### src/rtl/sdobu_pkg.sv
// Types and constants of the block upload server.
package sdobu_pkg;

  localparam int unsigned SEGMENT_BYTES = 7;
  localparam int unsigned MAX_SEQ       = 127;
  localparam int unsigned QUEUE_DEPTH   = 4;
  localparam int unsigned QPTR_W        = $clog2(QUEUE_DEPTH);

  localparam logic [3:0] SEG_LEN = 4'(SEGMENT_BYTES);

  typedef enum logic [2:0] {
    PH_IDLE      = 3'd0,
    PH_READY     = 3'd1,
    PH_SENDING   = 3'd2,
    PH_AWAIT_ACK = 3'd3,
    PH_ENDING    = 3'd4
  } phase_t;

  typedef enum logic [2:0] {
    FK_NONE    = 3'd0,
    FK_INIT    = 3'd1,
    FK_SEGMENT = 3'd2,
    FK_END     = 3'd3,
    FK_ABORT   = 3'd4
  } frame_kind_t;

  typedef enum logic [2:0] {
    AR_NONE        = 3'd0,
    AR_BAD_CMD     = 3'd1,
    AR_BAD_BLKSIZE = 3'd2,
    AR_BAD_SEQ     = 3'd3,
    AR_OBJECT      = 3'd4
  } abort_reason_t;

  typedef enum logic [1:0] {
    SUB_INITIATE = 2'd0,
    SUB_END      = 2'd1,
    SUB_RESPONSE = 2'd2,
    SUB_START    = 2'd3
  } subcmd_t;

  typedef enum logic [2:0] {
    ACT_NONE,
    ACT_SEGMENT,
    ACT_INIT,
    ACT_START,
    ACT_END,
    ACT_RESTART,
    ACT_FINISH,
    ACT_ABORT
  } action_t;

  // One classified transaction as it waits in the queue.
  typedef struct packed {
    logic        tick;
    subcmd_t     sub;
    logic        blksize_ok;
    logic [6:0]  blksize;
    logic [7:0]  ack;
    logic        crc;
    logic [3:0]  obj_status;
    logic [31:0] obj_size;
    logic [3:0]  rd_status;
  } cmd_t;

  typedef struct packed {
    frame_kind_t   kind;
    logic [6:0]    seq;
    logic          last;
    logic [31:0]   offset;
    logic [2:0]    length;
    logic [2:0]    unused;
    logic          crc_on;
    logic [31:0]   size;
    abort_reason_t reason;
    logic [3:0]    obj_err;
    logic          finished;
  } res_t;

endpackage

### src/rtl/sdo_block_upload_server_unit.sv
// Block upload server: top level joining front end, queue and back end.
//
// Input channel (in_valid/in_ready) carries one transaction per item: either
// a decoded client frame (func = 0) or a transmit tick (func = 1). Output
// channel (out_valid/out_ready) returns exactly one result per input item,
// in order; frame_kind 0 means the item produced nothing to send.
// A result is registered twice after its input is accepted: the input is
// written into a queue entry, then the back end steps it into the result
// register. Throughput: one item per cycle while out_ready stays high; the
// back end works out each result combinationally from the queue head.
// A four-entry queue separates the front end from the back end, so input is
// still taken while a result waits; in_ready drops only when the queue is
// full.
// Reset (rst, synchronous) empties the queue, drops out_valid and
// puts the transfer in the idle phase with sequence number one.
module sdo_block_upload_server_unit import sdobu_pkg::*; (
  input  logic        clk,
  input  logic        rst,
  input  logic        in_valid,
  output logic        in_ready,
  input  logic        func,
  input  logic [1:0]  client_subcommand,
  input  logic [7:0]  block_size,
  input  logic [7:0]  ack_sequence,
  input  logic        crc_supported,
  input  logic [3:0]  object_status,
  input  logic [31:0] object_size,
  input  logic [3:0]  read_status,
  output logic        out_valid,
  input  logic        out_ready,
  output logic [2:0]  frame_kind,
  output logic [6:0]  sequence_res,
  output logic        last_segment,
  output logic [31:0] data_offset,
  output logic [2:0]  data_length,
  output logic [2:0]  unused_bytes,
  output logic        crc_on,
  output logic [31:0] transfer_size,
  output logic [2:0]  abort_reason,
  output logic [3:0]  object_error,
  output logic        finished
);

  logic q_full;
  logic q_valid;
  logic push;
  logic pop;
  cmd_t cmd;
  cmd_t q_head;
  res_t res;

  sdobu_front u_front (
    .in_valid          (in_valid),
    .in_ready          (in_ready),
    .func              (func),
    .client_subcommand (client_subcommand),
    .block_size        (block_size),
    .ack_sequence      (ack_sequence),
    .crc_supported     (crc_supported),
    .object_status     (object_status),
    .object_size       (object_size),
    .read_status       (read_status),
    .q_full            (q_full),
    .push              (push),
    .cmd               (cmd)
  );

  sdobu_queue u_queue (
    .clk      (clk),
    .rst      (rst),
    .push     (push),
    .push_cmd (cmd),
    .pop      (pop),
    .full     (q_full),
    .valid    (q_valid),
    .head     (q_head)
  );

  sdobu_back u_back (
    .clk       (clk),
    .rst       (rst),
    .q_valid   (q_valid),
    .q_head    (q_head),
    .pop       (pop),
    .out_ready (out_ready),
    .out_valid (out_valid),
    .res       (res)
  );

  assign frame_kind    = res.kind;
  assign sequence_res  = res.seq;
  assign last_segment  = res.last;
  assign data_offset   = res.offset;
  assign data_length   = res.length;
  assign unused_bytes  = res.unused;
  assign crc_on        = res.crc_on;
  assign transfer_size = res.size;
  assign abort_reason  = res.reason;
  assign object_error  = res.obj_err;
  assign finished      = res.finished;

endmodule

### src/rtl/sdobu_front.sv
// Front end: accepts input transactions and classifies them for the queue.
module sdobu_front import sdobu_pkg::*; (
  input  logic        in_valid,
  output logic        in_ready,
  input  logic        func,
  input  logic [1:0]  client_subcommand,
  input  logic [7:0]  block_size,
  input  logic [7:0]  ack_sequence,
  input  logic        crc_supported,
  input  logic [3:0]  object_status,
  input  logic [31:0] object_size,
  input  logic [3:0]  read_status,
  input  logic        q_full,
  output logic        push,
  output cmd_t        cmd
);

  assign in_ready = !q_full;
  assign push     = in_valid && !q_full;

  always_comb begin
    cmd.tick       = func;
    cmd.sub        = subcmd_t'(client_subcommand);
    cmd.blksize_ok = (block_size != 8'd0) && (block_size <= 8'(MAX_SEQ));
    cmd.blksize    = block_size[6:0];
    cmd.ack        = ack_sequence;
    cmd.crc        = crc_supported;
    cmd.obj_status = object_status;
    cmd.obj_size   = object_size;
    cmd.rd_status  = read_status;
  end

endmodule

### src/rtl/sdobu_queue.sv
// Short queue of classified transactions between front end and back end.
module sdobu_queue import sdobu_pkg::*; (
  input  logic clk,
  input  logic rst,
  input  logic push,
  input  cmd_t push_cmd,
  input  logic pop,
  output logic full,
  output logic valid,
  output cmd_t head
);

  cmd_t              entries [QUEUE_DEPTH];
  logic [QPTR_W-1:0] wr_ptr;
  logic [QPTR_W-1:0] rd_ptr;
  logic [QPTR_W:0]   count;
  logic [QPTR_W:0]   count_next;

  assign full  = (count == (QPTR_W+1)'(QUEUE_DEPTH));
  assign valid = (count != '0);
  assign head  = entries[rd_ptr];

  always_comb begin
    case ({push, pop})
      2'b10:   count_next = count + (QPTR_W+1)'(1);
      2'b01:   count_next = count - (QPTR_W+1)'(1);
      default: count_next = count;
    endcase
  end

  always_ff @(posedge clk) begin
    if (rst) begin
      wr_ptr <= '0;
      rd_ptr <= '0;
      count  <= '0;
    end else begin
      if (push) wr_ptr <= wr_ptr + QPTR_W'(1);
      if (pop)  rd_ptr <= rd_ptr + QPTR_W'(1);
      count <= count_next;
    end
  end

  always_ff @(posedge clk) begin
    if (push) entries[wr_ptr] <= push_cmd;
  end

endmodule

### src/rtl/sdobu_back.sv
// Back end: transfer state machine, segment arithmetic and result register.
module sdobu_back import sdobu_pkg::*; (
  input  logic clk,
  input  logic rst,
  input  logic q_valid,
  input  cmd_t q_head,
  output logic pop,
  input  logic out_ready,
  output logic out_valid,
  output res_t res
);

  phase_t      phase, phase_next;
  logic [31:0] total_size, total_size_next;
  logic [31:0] next_offset, next_offset_next;
  logic [31:0] block_base, block_base_next;
  logic [6:0]  seq_number, seq_number_next;
  logic [6:0]  segs_per_block, segs_per_block_next;
  logic        final_sent, final_sent_next;
  logic        crc_flag, crc_flag_next;
  logic [3:0]  last_len;
  res_t        res_next;

  action_t       act;
  abort_reason_t ab_reason;
  logic [3:0]    ab_err;

  logic [31:0] remaining;
  logic [3:0]  seg_len;
  logic        seg_last;
  logic [31:0] off_after;
  logic [11:0] ack_bytes;
  logic [31:0] restart_offset;

  assign pop = q_valid && (!out_valid || out_ready);

  // Segment length and last flag; the segment is last exactly when what
  // remains fits in one segment, and then the offset lands on the size.
  assign remaining      = total_size - next_offset;
  assign seg_len        = (remaining < 32'(SEGMENT_BYTES)) ? remaining[3:0] : SEG_LEN;
  assign seg_last       = (remaining <= 32'(SEGMENT_BYTES));
  assign off_after      = seg_last ? total_size : next_offset + 32'(SEGMENT_BYTES);
  assign ack_bytes      = {4'b0, q_head.ack} * 12'(SEGMENT_BYTES);
  assign restart_offset = block_base + {20'b0, ack_bytes};

  always_comb begin
    act       = ACT_NONE;
    ab_reason = AR_NONE;
    ab_err    = '0;
    if (q_head.tick) begin
      if (phase == PH_SENDING) begin
        if (q_head.rd_status != 4'd0) begin
          act       = ACT_ABORT;
          ab_reason = AR_OBJECT;
          ab_err    = q_head.rd_status;
        end else begin
          act = ACT_SEGMENT;
        end
      end
    end else begin
      case (phase)
        PH_IDLE: begin
          if (q_head.sub != SUB_INITIATE) begin
            act       = ACT_ABORT;
            ab_reason = AR_BAD_CMD;
          end else if (q_head.obj_status != 4'd0) begin
            act       = ACT_ABORT;
            ab_reason = AR_OBJECT;
            ab_err    = q_head.obj_status;
          end else if (!q_head.blksize_ok) begin
            act       = ACT_ABORT;
            ab_reason = AR_BAD_BLKSIZE;
          end else begin
            act = ACT_INIT;
          end
        end
        PH_READY: begin
          if (q_head.sub != SUB_START) begin
            act       = ACT_ABORT;
            ab_reason = AR_BAD_CMD;
          end else begin
            act = ACT_START;
          end
        end
        PH_AWAIT_ACK: begin
          if (q_head.sub != SUB_RESPONSE) begin
            act       = ACT_ABORT;
            ab_reason = AR_BAD_CMD;
          end else if (!q_head.blksize_ok) begin
            act       = ACT_ABORT;
            ab_reason = AR_BAD_BLKSIZE;
          end else if (q_head.ack > {1'b0, seq_number}) begin
            act       = ACT_ABORT;
            ab_reason = AR_BAD_SEQ;
          end else if (q_head.ack == {1'b0, seq_number} && final_sent) begin
            act = ACT_END;
          end else begin
            act = ACT_RESTART;
          end
        end
        PH_ENDING: begin
          if (q_head.sub != SUB_END) begin
            act       = ACT_ABORT;
            ab_reason = AR_BAD_CMD;
          end else begin
            act = ACT_FINISH;
          end
        end
        default: act = ACT_NONE;
      endcase
    end
  end

  // Next state.
  always_comb begin
    phase_next          = phase;
    total_size_next     = total_size;
    next_offset_next    = next_offset;
    block_base_next     = block_base;
    seq_number_next     = seq_number;
    segs_per_block_next = segs_per_block;
    final_sent_next     = final_sent;
    crc_flag_next       = crc_flag;
    case (act)
      ACT_SEGMENT: begin
        next_offset_next = off_after;
        final_sent_next  = seg_last;
        if (seg_last || seq_number == segs_per_block) begin
          phase_next = PH_AWAIT_ACK;
        end else begin
          seq_number_next = seq_number + 7'd1;
        end
      end
      ACT_INIT: begin
        crc_flag_next       = q_head.crc;
        segs_per_block_next = q_head.blksize;
        total_size_next     = q_head.obj_size;
        next_offset_next    = '0;
        block_base_next     = '0;
        seq_number_next     = 7'd1;
        final_sent_next     = 1'b0;
        phase_next          = PH_READY;
      end
      ACT_START: phase_next = PH_SENDING;
      ACT_END:   phase_next = PH_ENDING;
      ACT_RESTART: begin
        next_offset_next    = restart_offset;
        block_base_next     = restart_offset;
        segs_per_block_next = q_head.blksize;
        seq_number_next     = 7'd1;
        final_sent_next     = 1'b0;
        phase_next          = PH_SENDING;
      end
      ACT_FINISH, ACT_ABORT: begin
        phase_next          = PH_IDLE;
        total_size_next     = '0;
        next_offset_next    = '0;
        block_base_next     = '0;
        seq_number_next     = 7'd1;
        segs_per_block_next = '0;
        final_sent_next     = 1'b0;
        crc_flag_next       = 1'b0;
      end
      default: phase_next = phase;
    endcase
  end

  // Result of the transaction at the queue head.
  always_comb begin
    res_next      = '0;
    res_next.kind = FK_NONE;
    case (act)
      ACT_SEGMENT: begin
        res_next.kind   = FK_SEGMENT;
        res_next.seq    = seq_number;
        res_next.offset = next_offset;
        res_next.length = seg_len[2:0];
        res_next.last   = seg_last;
      end
      ACT_INIT: begin
        res_next.kind   = FK_INIT;
        res_next.crc_on = q_head.crc;
        res_next.size   = q_head.obj_size;
      end
      ACT_END: begin
        res_next.kind   = FK_END;
        res_next.unused = 3'(SEG_LEN - last_len);
        res_next.crc_on = crc_flag;
      end
      ACT_FINISH: res_next.finished = 1'b1;
      ACT_ABORT: begin
        res_next.kind    = FK_ABORT;
        res_next.reason  = ab_reason;
        res_next.obj_err = ab_err;
      end
      default: res_next.kind = FK_NONE;
    endcase
  end

  always_ff @(posedge clk) begin
    if (rst) begin
      phase          <= PH_IDLE;
      total_size     <= '0;
      next_offset    <= '0;
      block_base     <= '0;
      seq_number     <= 7'd1;
      segs_per_block <= '0;
      final_sent     <= 1'b0;
      crc_flag       <= 1'b0;
      out_valid      <= 1'b0;
    end else begin
      if (pop) begin
        phase          <= phase_next;
        total_size     <= total_size_next;
        next_offset    <= next_offset_next;
        block_base     <= block_base_next;
        seq_number     <= seq_number_next;
        segs_per_block <= segs_per_block_next;
        final_sent     <= final_sent_next;
        crc_flag       <= crc_flag_next;
        out_valid      <= 1'b1;
      end else if (out_ready) begin
        out_valid <= 1'b0;
      end
    end
  end

  // Block offsets stay multiples of the segment size, so the length of the
  // final segment sent is the length the end frame reports against.
  always_ff @(posedge clk) begin
    if (pop) begin
      res <= res_next;
      if (act == ACT_SEGMENT && seg_last) last_len <= seg_len;
    end
  end

endmodule

### config.mk
export PLATFORM = sky130hd
export DESIGN_NAME = sdo_block_upload_server_unit
export DESIGN_NICKNAME = d
export VERILOG_FILES = /design/src/rtl/sdobu_pkg.sv /design/src/rtl/sdo_block_upload_server_unit.sv /design/src/rtl/sdobu_front.sv /design/src/rtl/sdobu_queue.sv /design/src/rtl/sdobu_back.sv
export SDC_FILE = /design/constraint.sdc
export NUM_CORES = 1
export LEC_CHECK = 0
export BUFFER_PORTS_ARGS = -buffer_cell sky130_fd_sc_hd__buf_2
export CORE_MARGIN = 2
export CORE_UTILIZATION = 45
export CTS_CLUSTER_DIAMETER = 80
export CTS_CLUSTER_SIZE = 25
export DETAILED_ROUTE_END_ITERATION = 7
export GPL_TIMING_DRIVEN = 0
export SYNTH_ARGS = -nofsm -noshare
export SYNTH_HDL_FRONTEND = slang
export SYNTH_HIERARCHICAL = 1
export SYNTH_SLANG_ARGS = --single-unit
### constraint.sdc
create_clock -name clk -period 5.57 [get_ports clk]
set_clock_uncertainty 0.15 [all_clocks]
set_input_delay 0.557 -clock clk [delete_from_list [all_inputs] [get_ports clk]]
set_output_delay 0.557 -clock clk [all_outputs]
set_load 0.03 [all_outputs]
==> results by group, run 1 <==
Route
  – Final WL: roughly 64000 µm
  – Total vias in the final route: 16400
  – Iter 0 DRT Violations: about 1600
  – Wirelength per Cell: around 22 µm
  – Number of iterations in the first detailed-routing pass: 5
  – Antenna viol nets, final: 0
  – DRC: 0
  – Routed vias/inst: ~5.7

Worst setup path
  – Critical path's largest stage delay: slightly above 0.6 ns
  – Arr. time, crit path: 5.70 ns
  – Critical Path Sink Type: flop
  – Crit path cell chain: buf_6, buf_12, mux4_2, fa_1, inv_1, fa_1, fa_1, nor2b_1, o21ai_0, a21oi_1, o21ai_0, a21oi_2, a311o_1, nand3_2, nor3_2, xnor2_1, o21ai_0, o31a_1
  – Critical path class: flop to flop
  – Critical-path top delay cell: mux4_2
  – Critical path launch point type: flop
  – Reg-to-reg critical path endpoint: u_back/next_offset[29]
  – Crit-path leading delay family: adder cells
  – R2r worst-path depth: 18
  – Critical-path maximum fanout: 10
  – Crit path depth: 18
  – Worst Path Required: between 5 and 6 ns
  – Buf/Inv on CP: 3
  – Reg2Reg Setup Slack: ~0.23 ns

Clock network
  – Clock latency on the worst-skew pair: ~0.61 ns
  – Clock transition at path regs: 0.10 ns
  – TritonCTS Buffers: 27
  – Max Root-Sink Buffers: 3
  – Clock sink count: 458
  – H-tree depth: 1
  – Clock root cell: clkbuf_16
  – TritonCTS clock tree: built

Floorplanning
  – Core Area: around 50000 µm²
  – DIE WIDTH: 230 µm
  – I/O pin total: 156
  – Floorplan die height: 230 µm
  – Die ar.: 52700 µm²
  – Core Rows: 82
  – Starting Density: 0.456

Timing
  – Final setup violation count: 0
  – Final Hold Vio Count: 0
  – Tmin final: about 5.3 ns
  – FMAX: between 150 and 200 MHz
  – Worst Tran Pin Value: roughly 1.3 ns
  – Rel. slew slack: 0.107
  – Fin crit share: 0.958
  – Final Slew Violations: 0

Min path
  – Hold_sp: out_ready
  – Hold path depth: 3
  – Worst hold path class: primary input to flop
  – Worst Hold End: u_back/out_valid

Finish
  – Net count reported at finish: approximately 2300
  – Layout cell share with drive strength beyond 1: 0.157
  – Inserted Diodes: 0
  – Final core occ: 0.517
  – Area delta synth->final: 13.4%

Synthesis
  – EDFF count, synth: ~330
  – Synthesized area per cell: between 10 and 15 µm²
  – Mapped Nets: roughly 2100
  – Synth unique cells: 81
  – Register area share after synthesis: 0.546
  – Top_reg_cell synth: edfxtp_1
  – Post-Syn Area: 22900 µm²
  – Ys Warns: 6
  – Async S/R FF share, synth: 0
  – Synth Instances: roughly 2000
  – Yosys reg bits: about 460

Job
  – Number of max-cap violations: 0

Global routing
  – GRT Resource Usage Total: 0.237
  – Vias in the first global route: 16000
  – Largest net degree at the start of global routing: a little under 60
  – First-pass GRT wire length: between 90000 and 100000 µm
  – Initial antenna violation count: 0
  – Remaining global-route overflow: 0

Place
  – RD Place Congestion: approximately 0.95
  – Detailed Place HPWL: ~48000 µm
  – Port buffer count: around 100

Run status
  – Status: completed
## routing by layer
metal,global-route usage,up-vias,wire [µm]
li1,-,7653,-
met1,0.325,8150,27800
met2,0.399,487,30800
met3,0.0299,90,3370
met4,0.0647,0,1770
met5,0,-,0
## cells by family (layout without fill, tap and decap cells)
kind of cell    Yosys count  after routing  share of synthesized area
fa+ha+maj                79             79                     0.0491
simple gates            643            643                      0.140
mux                      84             84                     0.0697
compound gates          387            387                      0.111
buf+inv                 240            454                     0.0555
flops                   458            458                      0.546
xor+xnor                 75             75                     0.0287
## timing repair
| item | 4_1_cts | 5_1_grt |
|---|---|---|
| pin swaps | 1 | 5 |
| setup endpoints to repair | 47 | 48 |
| buffers inserted | 1 | 5 |
| gates resized for setup | 9 | 15 |
| hold buffers | 52 | 0 |
| endpoints found under the hold margin | 208 | 0 |
| cloned | 0 | 0 |
## registers in the layout, indices dropped and copies added (netlist names), named ones only
name	count
u_back/block_base	32
u_back/crc_flag	1
u_back/final_sent	1
u_back/last_len	3
u_back/next_offset	32
u_back/out_valid	1
u_back/phase	3
u_back/res	90
u_back/segs_per_block	7
u_back/seq_number	7
u_back/total_size	32
u_queue/count	3
u_queue/entries	240
u_queue/rd_ptr	2
u_queue/wr_ptr	2
## tightest hold or removal path, cell delays in order
cell and delay, ns:
buf_2 0.07, nand2b_1 0.11, a21oi_1 0.07
## metrics by stage
| stage | instance area, µm² | hold slack (ns) | setup TNS, ns | instances | worst slack [ns] |
|---|---|---|---|---|---|
| 5_1_grt | 26000 | 0.0970 | -0.123 | 2852 | -0.0381 |
| 4_1_cts | 25900 | 0.0739 | 0 | 2847 | 0.0661 |
| 2_1_floorplan | 22900 | 0.282 | 0 | 1966 | 0.285 |
| 3_5_place_dp | 24400 | 0.311 | -5.82 | 2745 | -0.721 |
| 3_3_place_gp | 24200 | 0.295 | -55.36 | 2740 | -1.25 |
| 6_report | 26000 | 0.0996 | 0 | 2852 | 0.233 |
## how the worst max path moves through the flow
stage                                         to  slack (ns)  startpoint
after CTS                 u_back/next_offset[29]        0.07        flop
after detailed placement  u_back/next_offset[30]       -0.72        flop
after global placement     u_back/block_base[26]       -1.25   out_ready
after global routing      u_back/next_offset[24]       -0.04        flop
final                     u_back/next_offset[29]        0.23        flop
after floorplan           u_back/next_offset[30]        0.29        flop
## layout by cell type, fill, tap and decap left out, types with 12 or more instances in the layout
cell and instances:
and2_1 12, o21ai_0 43, a21o_1 27, a22oi_1 13, xnor2_1 52, buf_2 112
nor4_1 31, dlygate4sd3_1 52, a211oi_1 26, nand3b_1 12, nor2_1 147, o21a_1 18
clkbuf_16 28, buf_4 70, and3_1 56, dfxtp_1 125, xor2_1 23, or3_1 22
fa_1 18, nand4_1 29, a31oi_1 15, edfxtp_1 333, mux2i_1 20, ha_1 61
clkbuf_1 88, nand2_1 156, mux4_2 60, nand3_1 77, a21oi_1 142, nor3_1 43
inv_1 71
## synthesized netlist by cell type, drive strengths merged (29+ instances only)
cell / count / area [µm²]
edfxtp: 333 / 10000
nor3: 44 / 220
nor4: 35 / 246
inv: 73 / 274
and3: 56 / 350
ha: 61 / 763
nand3: 78 / 390
nand4: 29 / 181
nand2: 156 / 586
buf: 85 / 688
o21ai: 55 / 275
xnor2: 52 / 455
a21oi: 143 / 716
clkbuf: 82 / 308
mux4: 60 / 1350
nor2: 150 / 563
dfxtp: 125 / 2500
## final cells by class
type	count	area, µm²
fill	4421	24200
sequential	458	12500
multi-input combinational	1268	9220
timing repair buffer	165	1210
buffer	166	998
tap	672	841
clock buffer	37	736
inverter	73	277
clock inverter	13	175
Power of run 1 is not shown: default switching activity piles up to over one toggle a cycle in this logic, so the estimate is an artifact.
==> run 2: changes to the inputs <==
--- a/config.mk
+++ b/config.mk
@@ -7,11 +7,13 @@
 export LEC_CHECK = 0
 export BUFFER_PORTS_ARGS = -buffer_cell sky130_fd_sc_hd__buf_2
 export CORE_MARGIN = 2
-export CORE_UTILIZATION = 45
+export CORE_UTILIZATION = 55
 export CTS_CLUSTER_DIAMETER = 80
 export CTS_CLUSTER_SIZE = 25
 export DETAILED_ROUTE_END_ITERATION = 7
 export GPL_TIMING_DRIVEN = 0
+export MAX_ROUTING_LAYER = met4
+export PLACE_DENSITY = 0.76
 export SYNTH_ARGS = -nofsm -noshare
 export SYNTH_HDL_FRONTEND = slang
 export SYNTH_HIERARCHICAL = 1
==> run 2 against run 1 <==
  * Design area shrank 0.69%
  * Core utilization is 11 points higher
  * Flip-flop and latch count unchanged
  * Highest routed layer unchanged
==> results by group, run 2 (synthesis gave the netlist of run 1 again) <==
Run status
  – Status: completed

Floorplanning
  – I/O pin total: 156 (unchanged)
  – Die ar.: 43300 µm² (-18%)
  – Starting Density: 0.559 (+0.103)
  – Floorplan die height: 208 µm (-9.4%)
  – Core Area: 40900 µm² (-18%)
  – DIE WIDTH: 208 µm (-9.4%)
  – Core Rows: 74 (-9.8%)

Clock network
  – Max Root-Sink Buffers: 3 (unchanged)
  – Clock latency on the worst-skew pair: 0.61 ns (about the same)
  – H-tree depth: 1 (unchanged)
  – Clock sink count: 458 (unchanged)
  – Clock root cell: clkbuf_16
  – Clock transition at path regs: 0.10 ns (about the same)
  – TritonCTS Buffers: 26 (-3.7%)
  – TritonCTS clock tree: built

Worst setup path
  – CP dominant cell by count: buf_4
  – Critical-path maximum fanout: 10 (unchanged)
  – Critical path's largest stage delay: 0.79 ns (+0.17 ns)
  – Critical path class: flop to flop
  – Reg2Reg Setup Slack: 0.26 ns (+0.03 ns)
  – Critical-path top delay cell: nor4_4
  – Critical Path Sink Type: flop
  – Critical path launch point type: flop
  – Arr. time, crit path: 5.47 ns (-0.23 ns)
  – Crit path cell chain: inv_1, ha_1, fa_1, nand2b_1, a211oi_1, nor2_1, o31ai_1, or4b_1, nor4_1, nand4_1, nor4_4, buf_4, buf_4, a21oi_1
  – Worst Path Required: 5.73 ns (-0.20 ns)

Timing
  – Worst Tran Pin Value: 1.02 ns (-0.312 ns)
  – Final Hold Vio Count: 0 (unchanged)
  – Fin crit share: 0.954 (-0.00454)
  – Final setup violation count: 0 (unchanged)
  – Rel. slew slack: 0.317 (+0.211)
  – Final Slew Violations: 0 (unchanged)
  – FMAX: 188 MHz (+0.48%)
  – Tmin final: 5.31 ns (-0.0253 ns)
  – Min Hold Slack: 0.105 ns (+0.00513 ns)

Finish
  – Final core occ: 0.630 (+0.113)
  – Net count reported at finish: 2300 (-0.087%)
  – Largest Register: u_queue/entries
  – Area delta synth->final: 12.6%
  – Final Cell Area: 25800 µm² (-0.69%)
  – Biggest regs: u_queue/entries x240, u_back/res x90
  – Commonest non-fill, non-tap cell in the layout: edfxtp_1
  – Number of fill cells: 3148 (-29%)
  – Largest register FFs: 240 (unchanged)
  – Non-filler instance count after layout: 2710 (-5.0%)
  – Commonest cells after routing, fill and taps aside: 333 x edfxtp_1, 156 x nand2_1, 147 x nor2_1
  – Layout cell share with drive strength beyond 1: 0.156 (-0.000703)

Route
  – Total vias in the final route: 17000 (+3.7%)
  – Number of iterations in the first detailed-routing pass: 5 (unchanged)
  – Iter 0 DRT Violations: 1649 (+6.3%)
  – Antenna viol nets, final: 0 (unchanged)
  – Routed vias/inst: 6.27 (+9.2%)
  – Final WL: 64900 µm (+1.9%)
  – Wirelength per Cell: 23.9 µm (+7.2%)
  – DRC: 0 (unchanged)

Global routing
  – Largest net degree at the start of global routing: 77 (+31%)
  – Remaining global-route overflow: 0 (unchanged)
  – GRT Resource Usage Total: 0.301 (+0.0639)
  – Initial antenna violation count: 1 (+1)
  – Vias in the first global route: 16400 (+2.4%)
  – First-pass GRT wire length: 97800 µm (+1.7%)

Place
  – Placed cell area: 24200 µm² (-0.66%)
  – Detailed Place HPWL: 47400 µm (-0.67%)
  – Placed cell count: 2605 (-5.1%)
  – Port buffer count: 102 (unchanged)
  – RD Place Congestion: 1.00 (+6.0%)

Min path
  – Worst hold path class: primary input to flop

Job
  – Number of max-cap violations: 0 (unchanged)
-- run 2: cell types whose count changed in the layout (fill, tap and decap cells not counted), sizes merged --
cell    before  now
buf        197  196
clkinv       4    8
inv         82   78
clkbuf     119  117
diode        0    1
-- run 2: worst paths after layout --
check / start / to / cells past startpoint
hold reg to reg: u_back/crc_flag / u_back/crc_flag / 2
hold / removal: block_size[1] / u_queue/entries[3][50] / 2
setup / recovery: u_back/total_size[0] / u_back/res[44] / 14
setup reg to reg: u_back/total_size[0] / u_back/res[44] / 14
-- run 2: stage by stage --
stage	setup slack, ns	TNS, ns
floorplan	0.285	0
global placement	-0.951	-32.71
detailed placement	-0.620	-4.00
CTS	0.00459	0
global route	-0.0353	-0.0728
finish	0.258	0
-- run 2: routing by layer --
metal	vias to the layer above	global-route usage	part of all wire
li1	7666	-	-
met1	8462	0.410	0.41
met2	753	0.485	0.49
met3	109	0.0379	0.076
met4	0	0.0758	0.027
met5	-	-	0
-- run 2: timing repair --
action | 4_1_cts | 5_1_grt
setup buffers | 1 | 4
pin swaps | 1 | 5
gates resized for setup | 9 | 19
hold buffers | 52 | 0
endpoints found under the hold margin | 206 | 0
setup endpoints to repair | 39 | 46
-- run 2: cell type report --
cell class | instances | area (µm²) | area share
Sequential cell | 458 | 12500 | 0.485
Multi-Input combinational cell | 1268 | 9250 | 0.359
Timing Repair Buffer | 164 | 1210 | 0.0468
Buffer | 166 | 1000 | 0.0388
Clock buffer | 35 | 706 | 0.0274
Tap cell | 532 | 666 | 0.0258
Inverter | 73 | 277 | 0.0107
Clock inverter | 13 | 170 | 0.00660
Antenna cell | 1 | 2.50 | 0.0000971
-- run 2: worst max-delay path: cells and delay by family, from the launching register on --
family | cells | cell delay [ns]
buffers and inverters | 3 | 0.61
and+or+nand+nor | 6 | 2.22
adders and majority gates | 2 | 0.64
DFF | 1 | 0.42
AOI/OAI and AO/OA | 3 | 0.97
Power of run 2 is left out for the same reason.
